File: src/rtl/mlfd_pkg.sv
package mlfd_pkg;

	localparam int unsigned TIME_TAG_BYTES = 6;
	localparam int unsigned PASSWORD_BYTES = 16;
	localparam int unsigned LEN_LIMIT      = 4096;

	localparam int unsigned IDX_W = 13;
	localparam int unsigned LEN_W = 16;
	localparam int unsigned TAG_W = IDX_W + 1;

	localparam logic [7:0] START_MARK    = 8'h68;
	localparam logic [7:0] END_MARK      = 8'h16;
	localparam logic [7:0] FC_PASSWORD_A = 8'h04;
	localparam logic [7:0] FC_PASSWORD_B = 8'h05;

	localparam logic [IDX_W-1:0] HEADER_LEN   = IDX_W'(10);
	localparam logic [LEN_W-1:0] LEN_LIMIT_V  = LEN_W'(LEN_LIMIT);
	localparam logic [TAG_W-1:0] TT_SPAN      = TAG_W'(TIME_TAG_BYTES);
	localparam logic [TAG_W-1:0] PW_SPAN      = TAG_W'(PASSWORD_BYTES);

	localparam logic [23:0] ADDR_BROADCAST = 24'hFFFFFF;

	typedef enum logic [3:0] {
		PH_HUNT   = 4'd0,
		PH_L1LO   = 4'd1,
		PH_L1HI   = 4'd2,
		PH_L2LO   = 4'd3,
		PH_L2HI   = 4'd4,
		PH_START2 = 4'd5,
		PH_BODY   = 4'd6,
		PH_CSUM   = 4'd7,
		PH_END    = 4'd8
	} phase_t;

	typedef enum logic [1:0] {
		KIND_DATA     = 2'd0,
		KIND_PASSWORD = 2'd1,
		KIND_TIME_TAG = 2'd2,
		KIND_VERDICT  = 2'd3
	} kind_t;

	typedef enum logic [1:0] {
		ST_GOOD = 2'd0,
		ST_CSUM = 2'd1,
		ST_END  = 2'd2
	} status_t;

	typedef enum logic [1:0] {
		CFG_MAX_LEN   = 2'd0,
		CFG_OWN_AREA  = 2'd1,
		CFG_OWN_TERM  = 2'd2
	} cfg_idx_t;

	typedef struct packed {
		logic [1:0]  kind;
		logic [7:0]  data_byte;
		logic [7:0]  control;
		logic [7:0]  master_addr;
		logic [7:0]  function_code;
		logic [7:0]  sequence_res;
		logic [23:0] area_code;
		logic [23:0] terminal_addr;
		logic        addr_match;
		logic [1:0]  status;
		logic        last;
	} result_t;

endpackage

File: src/rtl/meter_link_frame_deframer_core.sv
// a result is registered at the transaction of the byte that causes it and is valid in the next cycle
// throughput: one byte per cycle unless a held result is stalled, set by the single result register
// ready drops only while a held result is stalled by the consumer
// reset: asynchronous, returns to hunting for the first start byte with no result pending
// reset also restores max_frame_len to 4096 and both own addresses to zero
module meter_link_frame_deframer_core (
	input  logic        clk,
	input  logic        arst_n,
	input  logic        in_valid,
	output logic        in_ready,
	input  logic [7:0]  rx_byte,
	input  logic        cfg_we,
	input  logic [1:0]  cfg_index,
	input  logic [23:0] cfg_data,
	output logic        out_valid,
	input  logic        out_ready,
	output logic [1:0]  kind,
	output logic [7:0]  data_byte,
	output logic [7:0]  control,
	output logic [7:0]  master_addr,
	output logic [7:0]  function_code,
	output logic [7:0]  sequence_res,
	output logic [23:0] area_code,
	output logic [23:0] terminal_addr,
	output logic        addr_match,
	output logic [1:0]  status,
	output logic        last
);
	import mlfd_pkg::*;

	logic [12:0] max_frame_len_q;
	logic [23:0] own_area_q;
	logic [23:0] own_term_q;

	phase_t      phase_q, phase_d;
	logic [IDX_W-1:0] byte_index_q, byte_index_d;
	logic [LEN_W-1:0] length_first_q, length_first_d;
	logic [LEN_W-1:0] length_second_q, length_second_d;
	logic [7:0]  running_sum_q, running_sum_d;
	logic [7:0]  held_control_q, held_control_d;
	logic [23:0] held_area_q, held_area_d;
	logic [23:0] held_terminal_q, held_terminal_d;
	logic [7:0]  held_master_q, held_master_d;
	logic [7:0]  held_function_q, held_function_d;
	logic [7:0]  held_sequence_q, held_sequence_d;
	logic        checksum_ok_q, checksum_ok_d;

	logic        out_valid_q;
	result_t     res_q, res_d;
	logic        res_emit;
	logic        accept;

	logic [LEN_W-1:0] limit;
	logic [IDX_W-1:0] index_next;
	logic [TAG_W-1:0] tag_d, tag_n, tt_add, pw_add;
	logic        pw_on;
	logic [1:0]  tag_kind;

	assign in_ready = !out_valid_q || out_ready;
	assign accept   = in_valid && in_ready;

	// configuration registers
	always_ff @(posedge clk or negedge arst_n) begin
		if (!arst_n) begin
			max_frame_len_q <= 13'(LEN_LIMIT);
			own_area_q      <= '0;
			own_term_q      <= '0;
		end else if (cfg_we) begin
			case (cfg_index)
				CFG_MAX_LEN:  max_frame_len_q <= cfg_data[12:0];
				CFG_OWN_AREA: own_area_q      <= cfg_data;
				CFG_OWN_TERM: own_term_q      <= cfg_data;
				default:      ;
			endcase
		end
	end

	assign limit = ({3'b000, max_frame_len_q} > LEN_LIMIT_V) ? LEN_LIMIT_V
	             : {3'b000, max_frame_len_q};
	assign index_next = byte_index_q + IDX_W'(1);

	// data byte classification
	assign pw_on  = (held_function_q == FC_PASSWORD_A) || (held_function_q == FC_PASSWORD_B);
	assign tag_d  = {1'b0, byte_index_q - HEADER_LEN};
	assign tag_n  = {1'b0, length_first_q[IDX_W-1:0] - HEADER_LEN};
	assign tt_add = tag_d + (held_sequence_q[7] ? TT_SPAN : '0);
	assign pw_add = tt_add + (pw_on ? PW_SPAN : '0);

	always_comb begin
		if (tt_add >= tag_n) begin
			tag_kind = KIND_TIME_TAG;
		end else if (pw_add >= tag_n) begin
			tag_kind = KIND_PASSWORD;
		end else begin
			tag_kind = KIND_DATA;
		end
	end

	// next state
	always_comb begin
		phase_d         = phase_q;
		byte_index_d    = byte_index_q;
		length_first_d  = length_first_q;
		length_second_d = length_second_q;
		running_sum_d   = running_sum_q;
		held_control_d  = held_control_q;
		held_area_d     = held_area_q;
		held_terminal_d = held_terminal_q;
		held_master_d   = held_master_q;
		held_function_d = held_function_q;
		held_sequence_d = held_sequence_q;
		checksum_ok_d   = checksum_ok_q;
		case (phase_q)
			PH_HUNT: begin
				if (rx_byte == START_MARK) begin
					phase_d = PH_L1LO;
				end
			end
			PH_L1LO: begin
				length_first_d = {8'h00, rx_byte};
				phase_d = PH_L1HI;
			end
			PH_L1HI: begin
				length_first_d = {rx_byte, length_first_q[7:0]};
				phase_d = PH_L2LO;
			end
			PH_L2LO: begin
				length_second_d = {8'h00, rx_byte};
				phase_d = PH_L2HI;
			end
			PH_L2HI: begin
				length_second_d = {rx_byte, length_second_q[7:0]};
				phase_d = PH_START2;
			end
			PH_START2: begin
				if (rx_byte != START_MARK || length_first_q != length_second_q ||
				    length_first_q > limit ||
				    length_first_q < {3'b000, HEADER_LEN}) begin
					phase_d = PH_HUNT;
				end else begin
					byte_index_d  = '0;
					running_sum_d = '0;
					phase_d = PH_BODY;
				end
			end
			PH_BODY: begin
				running_sum_d = running_sum_q + rx_byte;
				byte_index_d  = index_next;
				if ({3'b000, index_next} >= length_first_q || index_next == '0) begin
					phase_d = PH_CSUM;
				end
				case (byte_index_q)
					IDX_W'(0): held_control_d          = rx_byte;
					IDX_W'(1): held_area_d[7:0]        = rx_byte;
					IDX_W'(2): held_area_d[15:8]       = rx_byte;
					IDX_W'(3): held_area_d[23:16]      = rx_byte;
					IDX_W'(4): held_terminal_d[7:0]    = rx_byte;
					IDX_W'(5): held_terminal_d[15:8]   = rx_byte;
					IDX_W'(6): held_terminal_d[23:16]  = rx_byte;
					IDX_W'(7): held_master_d           = rx_byte;
					IDX_W'(8): held_function_d         = rx_byte;
					IDX_W'(9): held_sequence_d         = rx_byte;
					default:   ;
				endcase
			end
			PH_CSUM: begin
				checksum_ok_d = (rx_byte == running_sum_q);
				phase_d = PH_END;
			end
			PH_END: begin
				phase_d = PH_HUNT;
			end
			default: begin
				phase_d = PH_HUNT;
			end
		endcase
	end

	// result item
	always_comb begin
		res_d    = '0;
		res_emit = 1'b0;
		case (phase_q)
			PH_BODY: begin
				if (byte_index_q >= HEADER_LEN) begin
					res_emit       = 1'b1;
					res_d.kind      = tag_kind;
					res_d.data_byte = rx_byte;
				end
			end
			PH_END: begin
				res_emit            = 1'b1;
				res_d.kind          = KIND_VERDICT;
				res_d.control       = held_control_q;
				res_d.master_addr   = held_master_q;
				res_d.function_code = held_function_q;
				res_d.sequence_res  = held_sequence_q;
				res_d.area_code     = held_area_q;
				res_d.terminal_addr = held_terminal_q;
				res_d.addr_match    = (held_area_q == ADDR_BROADCAST &&
				                       held_terminal_q == ADDR_BROADCAST) ||
				                      (held_area_q == own_area_q &&
				                       held_terminal_q == own_term_q);
				if (!checksum_ok_q) begin
					res_d.status = ST_CSUM;
				end else if (rx_byte != END_MARK) begin
					res_d.status = ST_END;
				end else begin
					res_d.status = ST_GOOD;
				end
				res_d.last = 1'b1;
			end
			default: ;
		endcase
	end

	always_ff @(posedge clk or negedge arst_n) begin
		if (!arst_n) begin
			phase_q     <= PH_HUNT;
			byte_index_q <= '0;
			length_first_q <= '0;
			length_second_q <= '0;
			running_sum_q <= '0;
			checksum_ok_q <= 1'b0;
			out_valid_q <= 1'b0;
		end else begin
			if (accept) begin
				phase_q         <= phase_d;
				byte_index_q    <= byte_index_d;
				length_first_q  <= length_first_d;
				length_second_q <= length_second_d;
				running_sum_q   <= running_sum_d;
				checksum_ok_q   <= checksum_ok_d;
			end
			if (accept && res_emit) begin
				out_valid_q <= 1'b1;
			end else if (out_ready) begin
				out_valid_q <= 1'b0;
			end
		end
	end

	always_ff @(posedge clk or negedge arst_n) begin
		if (!arst_n) begin
			held_control_q  <= '0;
			held_area_q     <= '0;
			held_terminal_q <= '0;
			held_master_q   <= '0;
			held_function_q <= '0;
			held_sequence_q <= '0;
		end else if (accept) begin
			held_control_q  <= held_control_d;
			held_area_q     <= held_area_d;
			held_terminal_q <= held_terminal_d;
			held_master_q   <= held_master_d;
			held_function_q <= held_function_d;
			held_sequence_q <= held_sequence_d;
		end
	end

	always_ff @(posedge clk) begin
		if (accept && res_emit) begin
			res_q <= res_d;
		end
	end

	assign out_valid     = out_valid_q;
	assign kind          = res_q.kind;
	assign data_byte     = res_q.data_byte;
	assign control       = res_q.control;
	assign master_addr   = res_q.master_addr;
	assign function_code = res_q.function_code;
	assign sequence_res  = res_q.sequence_res;
	assign area_code     = res_q.area_code;
	assign terminal_addr = res_q.terminal_addr;
	assign addr_match    = res_q.addr_match;
	assign status        = res_q.status;
	assign last          = res_q.last;

	a_verdict_last: assert property (@(posedge clk) disable iff (!arst_n)
		out_valid_q |-> ((res_q.kind == KIND_VERDICT) == res_q.last))
		else $error("last flag disagrees with verdict kind");

	a_data_clean: assert property (@(posedge clk) disable iff (!arst_n)
		out_valid_q && res_q.kind != KIND_VERDICT |->
		res_q.status == ST_GOOD && !res_q.addr_match && res_q.area_code == '0)
		else $error("data transaction carries verdict fields");

	a_end_gives_verdict: assert property (@(posedge clk) disable iff (!arst_n)
		accept && phase_q == PH_END |=> out_valid_q && res_q.kind == KIND_VERDICT &&
		phase_q == PH_HUNT)
		else $error("end mark position did not yield a verdict");

	a_body_in_range: assert property (@(posedge clk) disable iff (!arst_n)
		phase_q == PH_BODY |-> {3'b000, byte_index_q} < length_first_q)
		else $error("body index ran past frame length");

	a_status_code: assert property (@(posedge clk) disable iff (!arst_n)
		out_valid_q |-> res_q.status != 2'd3)
		else $error("undefined status code");

endmodule
File: config.mk
export PLATFORM = sky130hd
export DESIGN_NAME = meter_link_frame_deframer_core
export DESIGN_NICKNAME = d
export VERILOG_FILES = /design/src/rtl/mlfd_pkg.sv /design/src/rtl/meter_link_frame_deframer_core.sv
export SDC_FILE = /design/constraint.sdc
export NUM_CORES = 1
export LEC_CHECK = 0
export BUFFER_PORTS_ARGS = -buffer_cell sky130_fd_sc_hd__buf_2
export CAP_MARGIN = 25
export CORE_UTILIZATION = 38
export DETAILED_ROUTE_END_ITERATION = 10
export PLACE_DENSITY = 0.64
export SLEW_MARGIN = 25
export SYNTH_ARGS = -nofsm -noshare
export SYNTH_HDL_FRONTEND = slang
export SYNTH_SLANG_ARGS = --single-unit
File: constraint.sdc
create_clock -name clk -period 9.5 [get_ports clk]
set_input_delay 1.9 -clock clk [delete_from_list [all_inputs] [get_ports clk]]
set_output_delay 1.9 -clock clk [all_outputs]
set_load 0.01 [all_outputs]
[After elaboration in Yosys (flattened, before gate mapping)]
Index checks and enable logic that the tools add are counted.
Cells by class
  shift operators: 0
  eq/ne operators: 33
  $lt $le $gt $ge: 7
  add/sub/neg operators: 6
  multiplexer cells: 24
  div/mod/pow operators: 0
  bitwise gates (word level): 2
  multiply operators: 0
  reduce and logical (&&, ||, !) cells: 42
Operators with widths (number)
  $pmux 16 s2: 2
  $eq 13x3->1 const B: 4
  $eq 24x24->1: 2
  $eq 24x24->1 const B: 2
  $reduce_and 3->1: 14
  $pmux 4 s8: 1
  $ge 14x13->1: 2
  $eq 13x2->1 const B: 2
  $eq 13x4->1 const B: 2
  $logic_not 13->1: 2
  $mux 13: 2
  $pmux 13 s2: 1
  $sub 13x4->13 const B: 2
  $eq 4x3->1 const B: 4
  $eq 8x3->1 const B: 2
  $ge 13x16->1: 1
  $gt 16x13->1: 1
  $lt 16x4->1 const B: 1
  $ne 16x16->1: 1
  $pmux 8 s2: 1
  $reduce_and 2->1: 8
  $add 13x3->14: 1
  $add 14x5->14: 1
  $add 13x1->13 const B: 1
  other kinds (30): 54
Word-level totals
  bits in registers: 294
  memories: 0
  bits in read-only memories: 0
  latch bits: 0
  memory bits (writable): 0

[Logic depth before layout (Yosys ltp)]
Gate-level depths: netlist of run 1.
  depth in word-level cells: 9
  depth in mapped cells: 21
  mapped depth without buffers: 19

[Worst setup path before layout of run 1]
Ideal clock, no wire load.
  path type: input port to flip-flop
  start point: input port out_ready
  end point: register res_q (netlist bit addr_match), enable pin
  cell stages on the path: 5
  arrival time: 6510 ps
  path slack: 2443 ps
  path through: nand2b_1 -> nand2_1 -> clkbuf_1 -> clkbuf_1 -> nor2_1
Between the ends
  word-level cells in the longest chain between the ends: 3
RTL lines
  start: declaration: line meter_link_frame_deframer_core.sv:16  | input logic out_ready,
  $logic_or 1x1->1: line meter_link_frame_deframer_core.sv:59  | assign in_ready = !out_valid_q || out_ready;
  $logic_and 1x1->1: line meter_link_frame_deframer_core.sv:60  | assign accept = in_valid && in_ready;
  $logic_and 1x1->1: line meter_link_frame_deframer_core.sv:262  | if (accept && res_emit) begin
  end signal: assignment: line meter_link_frame_deframer_core.sv:263  | res_q <= res_d;
  end: declaration: line meter_link_frame_deframer_core.sv:49  | result_t res_q, res_d;
No other way between the ends.
A chain may end at the register's enable or synchronous reset.

==> metrics.md, run 1 <==
| Metric | Value |
|---|---|
| Status | `completed` |
| Grt ovf | `0` |
| Top cell type's share of synthesized area | `33.33%` |
| Max VDD drop | `0.1330 mV` |
| Unrepaired setup endpoints after global routing | `false` |
| Drt total wl | `37620 µm` |
| Count of final hold-check violations | `0` |
| Crit path DAT | `between 5000 and 6000 ps` |
| Count leader, synth | `dfrtp_1` |
| Root Buffer Master | `clkbuf_16` |
| Die X | `roughly 200 µm` |
| Syn_area_per_cell | `approximately 12 µm²` |
| Num CTS Buffers | `31` |
| Flop-to-flop setup slack | `4390 ps` |
| Cts hold-fix bufs | `0` |
| Iter 0 DRT Violations | `about 650` |
| DR WL/cell | `19.72 µm` |
| Total global-route track usage | `between 10% and 20%` |
| Crit Path Max Fanout | `13` |
| Setup Skew | `~26 ps` |
| Worst-path clk slew | `70 ps` |
| Launch point of the worst path | `byte_index_q[2]` |
| Number of synthesized flops with an enable pin | `94` |
| Pwr Density | `226.3 mW/mm²` |
| Critical Path RT | `slightly below 10000 ps` |
| CP Capture Type | `flip-flop` |
| Min cycle time layout | `5110 ps` |
| Vias | `10091` |
| Synthesis Warnings | `0` |
| Top cell type by total area after synthesis | `dfrtp_1` |
| TritonCTS clock tree | `yes` |
| Final setup viols | `0` |
| Clk sinks | `~290` |
| Cts repair resizes | `0` |
| Post-synthesis sequential area ratio | `~52%` |
| Synth cell count leaders | `199 x dfrtp_1, 139 x mux2_2, 94 x edfxtp_1, 92 x and2_1, 92 x xnor2_1` |
| Synth area leaders | `dfrtp_1 33%, edfxtp_1 19%, mux2_2 10%` |
| Ys async rst share | `68.03%` |
| Slack of the critical path | `roughly 4400 ps` |
| Input/output buffers | `134` |
| # IOs | `between 100 and 150` |
| Die Ht | `~200 µm` |
| Kind of critical path | `flip-flop to flip-flop` |
| Rel. slew slack | `39.25%` |
| Post-detail-place hpwl | `26620 µm` |
| Fill cells | `3651` |
| Number of unique standard cell types used by synthesis | `86` |
| Area of the multi-input gates | `0.006711 mm²` |
| Reg2reg path depth | `16` |
| Worst Setup Start Kind | `flip-flop` |
| Number of global-route vias before repair | `10161` |
| Cell Rows | `72` |
| CP endpoint | `kind[0]` |
| Top FF cell, synth | `dfrtp_1` |
| Largest net degree at the start of global routing | `83` |
| Remaining DRCs | `0` |
| Initial antenna violation count | `0` |
| Area grow syn2layout | `14.18%` |
| First-pass detailed-route iteration total | `5` |
| First-pass GRT wire length | `58810 µm` |
| Nets | `between 1000 and 1500` |
| Cell Count, Final, Fillers Out | `1908` |
| Util after Layout | `44.04%` |
| Initial Util | `38.57%` |
| Gpl congestion | `between 0.9 and 1` |
| Sequential cell area | `0.007829 mm²` |
| Max Freq | `roughly 200 MHz` |
| Pre-CTS WS | `approximately 4400 ps` |
| Mapped Area | `between 0.01 and 0.015 mm²` |
| Tcrit/Tclk final | `between 50% and 60%` |
| Ant. Diodes | `0` |
| Post-CTS Setup Bufs | `0` |
| Skew-Pair Late Insertion Delay | `570 ps` |
| R2r endpoint | `kind[0]` |
| Clk buf depth | `3` |
| Cells after Synth | `between 1000 and 1500` |
| Worst flop-to-flop path startpoint | `byte_index_q[2]` |
| Slew @ Worst Pin | `slightly above 900 ps` |
| Placed cell area | `0.01610 mm²` |
| Die footprint | `between 0.04 and 0.05 mm²` |
| Setup TNS | `0 ps` |
| Syn_nets | `1345` |
| CORE AREA | `0.03874 mm²` |
| Final Instance Area | `around 0.017 mm²` |
| Fin. max-slew vios | `0` |
| Yosys reg bits | `just under 300` |
| CTS H-tree lvls | `1` |
| Post-route ant nets | `0` |
| Placed cells | `between 1500 and 2000` |
| Layout cells sized above 1 | `between 20% and 30%` |
| Static Leak | `7.450 nW` |
| Via-per-instance ratio | `between 5 and 6` |
| Class of the worst hold path | `flip-flop to flip-flop` |
| Max Cap Violations | `0` |
## where the power goes
part / total, mW / leakage (nW) / switching (mW) / internal [mW]
combinational: 1.09 / 3.57 / 0.613 / 0.482
clock: 1.13 / 0.457 / 0.482 / 0.645
sequential: 1.64 / 3.43 / 0.179 / 1.46
total: 3.86 / 7.45 / 1.27 / 2.59
## state kept, by name, indices dropped and copies added, names as in the netlist, 4 cells and up
signal	cells
area_code	24
held_area_q	24
held_terminal_q	24
own_area_q	24
own_term_q	24
terminal_addr	24
length_first_q	16
length_second_q	16
byte_index_q	13
max_frame_len_q	13
control	8
data_byte	8
function_code	8
held_control_q	8
held_function_q	8
held_master_q	8
held_sequence_q	8
master_addr	8
running_sum_q	8
sequence_res	8
phase_q	4
## critical path: stages, from the launching register on
cell and delay, ps:
dfrtp_1 630, inv_1 250, ha_1 360, fa_1 450
or4b_4 580, a221oi_4 330, a2111oi_1 150, a311o_2 430
and4_4 210, nor2b_4 120, xor2_1 160, ha_1 300
o21a_1 110, o2111ai_1 180, a21oi_1 50, a2111oi_0 400
a21oi_1 130
## cell type report
cell class                 count  area share [%]
clock buffer                  52           5.303
clock inverter                 6          0.2347
inverter                      45          0.9901
multi-input combinational    849           39.34
sequential                   294           45.89
tap                          518           3.799
timing repair buffer         144           4.444
## layer usage
metal  GRT usage, %  wire length [µm]
met3          2.978              2045
met4          3.653               603
met1          27.11             17870
met5              0                 0
met2          29.43             17100
## cells in the final DEF, fill, tap and decap left out, drive strengths merged, types with 4 or more instances in the layout
cell type,Yosys,final
mux2,141,141
clkinv,1,5
inv,44,45
xor2,19,19
buf,10,143
and2,93,93
a21oi,24,24
o21a,8,8
nand4,31,31
o211ai,4,4
a21o,9,9
ha,65,65
and3,7,7
nand2,89,89
o21ai,47,47
clkbuf,41,53
nor2,38,38
nor4,17,17
nor2b,10,10
nand3,25,25
dfrtp,199,199
nand2b,6,6
a22o,16,16
a22oi,14,14
a211oi,4,4
nor3,20,20
a211o,4,4
edfxtp,94,94
a31oi,7,7
xnor2,93,93
## per-stage QoR
stage | total power, mW | hold slack [ps]
after CTS | 3.885 | 488.7
after detailed placement | 2.750 | 476.6
after global placement | 2.714 | 469.3
after floorplan | 2.429 | 458.6
after global routing | 4.093 | 511.9
final | 3.861 | 488.6
## worst min path at each step
stage	startpoint	end	slack (ps)	cells past startpoint
finish	length_second_q[5]	length_second_q[5]	490	2
global route	length_second_q[5]	length_second_q[5]	510	2
CTS	length_second_q[5]	length_second_q[5]	490	2
detailed placement	length_second_q[5]	length_second_q[5]	480	2
global placement	length_second_q[5]	length_second_q[5]	470	2
floorplan	length_second_q[2]	length_second_q[2]	460	2
## kinds of logic (layout without fill, tap and decap cells)
family | Yosys count | count (layout) | share of synthesized area (%)
fa+ha+maj | 67 | 67 | 5.711
buf+inv | 96 | 247 | 2.830
simple gates | 362 | 362 | 13.74
mux | 143 | 143 | 10.76
xor+xnor | 112 | 112 | 6.615
compound gates | 165 | 165 | 7.947
flops | 294 | 294 | 52.39
(Power assumes the default switching activity.)
==> run 2: changes to the inputs <==
ABC_AREA = 1   (was not set)
clock period = 5.1 ns   (was 9.5 ns; I/O delays follow)
==> metrics.md, run 2 <==
| Metric | Value |
|---|---|
| Setup Skew | `15.61 ps` |
| Number of unique standard cell types used by synthesis | `42` |
| Post-Synth Simple-Gate Area | `20.18%` |
| Final Instance Area | `0.01745 mm²` |
| Grt met2 use | `33.24%` |
| Syn_nets | `1827` |
| Fin. max-slew vios | `0` |
| Adder-Cell Fraction of Synth Area | `5.646%` |
| CORE AREA | `0.03892 mm²` |
| Fill cells | `3818` |
| Cts hold-fix bufs | `0` |
| GR met1 Demand/Resource | `roughly 28%` |
| Count leader, synth | `nand2_1` |
| Initial Util | `38.84%` |
| Most frequent cells in the layout | `312 x nand2_1, 282 x inv_1, 209 x nor2_1` |
| Input/output buffers | `134` |
| Placed cell area | `0.01637 mm²` |
| Synth area leaders | `dfrtp_1 33%, edfxtp_1 19%, nand2_1 7.7%` |
| Drt total wl | `41110 µm` |
| Post-route ant nets | `0` |
| Area grow syn2layout | `15.46%` |
| TritonCTS clock tree | `yes` |
| Setup TNS | `0 ps` |
| Syn_area_per_cell | `8.782 µm²` |
| Number of synthesized flops with an enable pin | `94` |
| CP Capture Type | `flip-flop` |
| Iter 0 DRT Violations | `933` |
| Final setup viols | `0` |
| DR WL/cell | `17.12 µm` |
| Nets | `1964` |
| Cell Rows | `72` |
| Xor and xnor fraction of the mapped netlist area | `4.288%` |
| Worst-path clk slew | `60 ps` |
| Die Ht | `201.4 µm` |
| Max Freq | `between 200 and 250 MHz` |
| Kind of critical path | `flip-flop to flip-flop` |
| Skew-Pair Late Insertion Delay | `580 ps` |
| Total global-route track usage | `between 20% and 30%` |
| First-pass detailed-route iteration total | `6` |
| Crit path DAT | `approximately 4400 ps` |
| CTS H-tree lvls | `1` |
| Max VDD drop | `0.2791 mV` |
| Top cell type by total area after synthesis | `dfrtp_1` |
| Util after Layout | `between 40 and 50%` |
| Clk sinks | `between 200 and 300` |
| Class of the worst hold path | `primary input to async pin` |
| Clk buf depth | `3` |
| Ant. Diodes | `0` |
| Top FF cell, synth | `dfrtp_1` |
| Cts repair resizes | `0` |
| Remaining DRCs | `0` |
| Unrepaired setup endpoints after global routing | `false` |
| Num CTS Buffers | `31` |
| Die footprint | `slightly above 0.04 mm²` |
| Area of the multi-input gates | `0.005957 mm²` |
| Crit Path Max Fanout | `9` |
| Grt ovf | `0` |
| Ys async rst share | `68.03%` |
| Placed cells | `between 2000 and 2500` |
| Compound-gate portion of the synthesized area | `9.147%` |
| Root Buffer Master | `clkbuf_16` |
| Max Cap Violations | `0` |
| Initial antenna violation count | `0` |
| Status | `completed` |
| Yosys reg bits | `~290` |
| Largest family of logic cells by synthesized area | `simple AND/OR/NAND/NOR gates` |
| Sequential cell area | `a little under 0.008 mm²` |
| Static Leak | `8.369 nW` |
| Cells after Synth | `approximately 1700` |
| Mapped Area | `0.01511 mm²` |
| Worst Setup Start Kind | `flip-flop` |
| Top cell type's share of synthesized area | `32.95%` |
| Post-detail-place hpwl | `30080 µm` |
| Pwr Density | `477.9 mW/mm²` |
| Layout cells sized above 1 | `13.33%` |
| Number of global-route vias before repair | `11295` |
| # IOs | `135` |
| Via-per-instance ratio | `just under 5` |
| Gr busiest metal | `met2` |
| Met3 GRT Util | `3.434%` |
| Tcrit/Tclk final | `80.09%` |
| First-pass GRT wire length | `between 60000 and 70000 µm` |
| Post-CTS Setup Bufs | `0` |
| Slew @ Worst Pin | `850.6 ps` |
| Multiplexer share of the synthesized area | `0%` |
| Critical Path RT | `5400 ps` |
| Rel. slew slack | `a little over two fifths` |
| Post-synthesis sequential area ratio | `roughly half` |
| Largest net degree at the start of global routing | `118` |
| Commonest non-fill, non-tap cell in the layout | `nand2_1` |
| Die X | `201.4 µm` |
| Synth cell count leaders | `312 x nand2_1, 283 x inv_1, 210 x nor2_1, 199 x dfrtp_1, 137 x o21ai_0` |
| Min cycle time layout | `4085 ps` |
| Gpl congestion | `roughly 0.93` |
| Cell Count, Final, Fillers Out | `2401` |
| Count of final hold-check violations | `0` |
| Vias | `11849` |
| Synthesis Warnings | `0` |
## run 2: cell count changes in the layout (fill, tap and decap cells not counted), moves of 57 or more
cell / delta
inv_1: +239
o21ai_0: +98
nor2_1: +175
and2_1: -92
a21oi_1: +57
mux2_2: -139
nand2_1: +228
## run 2: metal layers
| layer | share of wire (%) | vias to the layer above |
|---|---|---|
| li1 | - | 5830 |
| met1 | 44 | 5597 |
| met2 | 47 | 364 |
| met3 | 6.3 | 58 |
| met4 | 2.3 | 0 |
| met5 | 0 | - |
## run 2: cells by family after synthesis
family	count (synthesis)
flops	294
compound gates	259
fa+ha+maj	67
xor+xnor	74
buf+inv	340
simple gates	687
## run 2: metrics by stage
step           power [mW]  hold slack, ps  worst slack, ps
4_1_cts             8.369           492.9             1056
5_1_grt             8.933           406.5            609.8
2_1_floorplan       5.167           445.9            673.0
6_report            8.339           382.2             1015
3_3_place_gp        5.945           464.9             1099
3_5_place_dp        6.023           478.0             1089
## run 2: power by group
group / switching (mW) / internal (mW)
Combinational: 1.88 / 1.02
Sequential: 0.350 / 2.77
Clock: 0.997 / 1.33
## run 2: layout make-up
| class | instances | share of cell area [%] |
|---|---|---|
| clock buffer | 32 | 4.467 |
| tap | 518 | 3.714 |
| sequential | 294 | 44.86 |
| inverter | 291 | 6.288 |
| timing repair buffer | 153 | 4.976 |
| multi-input combinational | 1087 | 34.14 |
| clock inverter | 26 | 1.556 |
## run 2: final timing paths
check | depth (start not counted) | slack (ps) | startpoint | to
worst min-delay path | 1 | 380 | arst_n | max_frame_len_q[4]
worst min register to register | 2 | 490 | held_function_q[1] | held_function_q[1]
min in group clk | 2 | 490 | held_function_q[1] | held_function_q[1]
worst max register to register | 25 | 1020 | byte_index_q[2] | kind[0]
worst max-delay path | 25 | 1020 | byte_index_q[2] | kind[0]
max in group asynchronous | 3 | 3530 | arst_n | held_sequence_q[7]
## run 2: worst max-delay path: stages, from the launching register on
cell      delay [ps]
dfrtp_1          550
inv_2            110
ha_1             350
inv_1             60
ha_1             260
a21oi_1          180
nor2_1            90
xor2_1           170
inv_1             90
ha_1             180
nand3_1           80
nor2_1           170
nand2_1           70
nor2_1           190
xor2_1           190
ha_1             270
inv_1             80
nor3_1            50
a211oi_1         180
nand2_1           90
nand3_1           70
nand2_1           50
a21oi_1          120
nand2_1           70
nand2_1           60
nand2_1           40
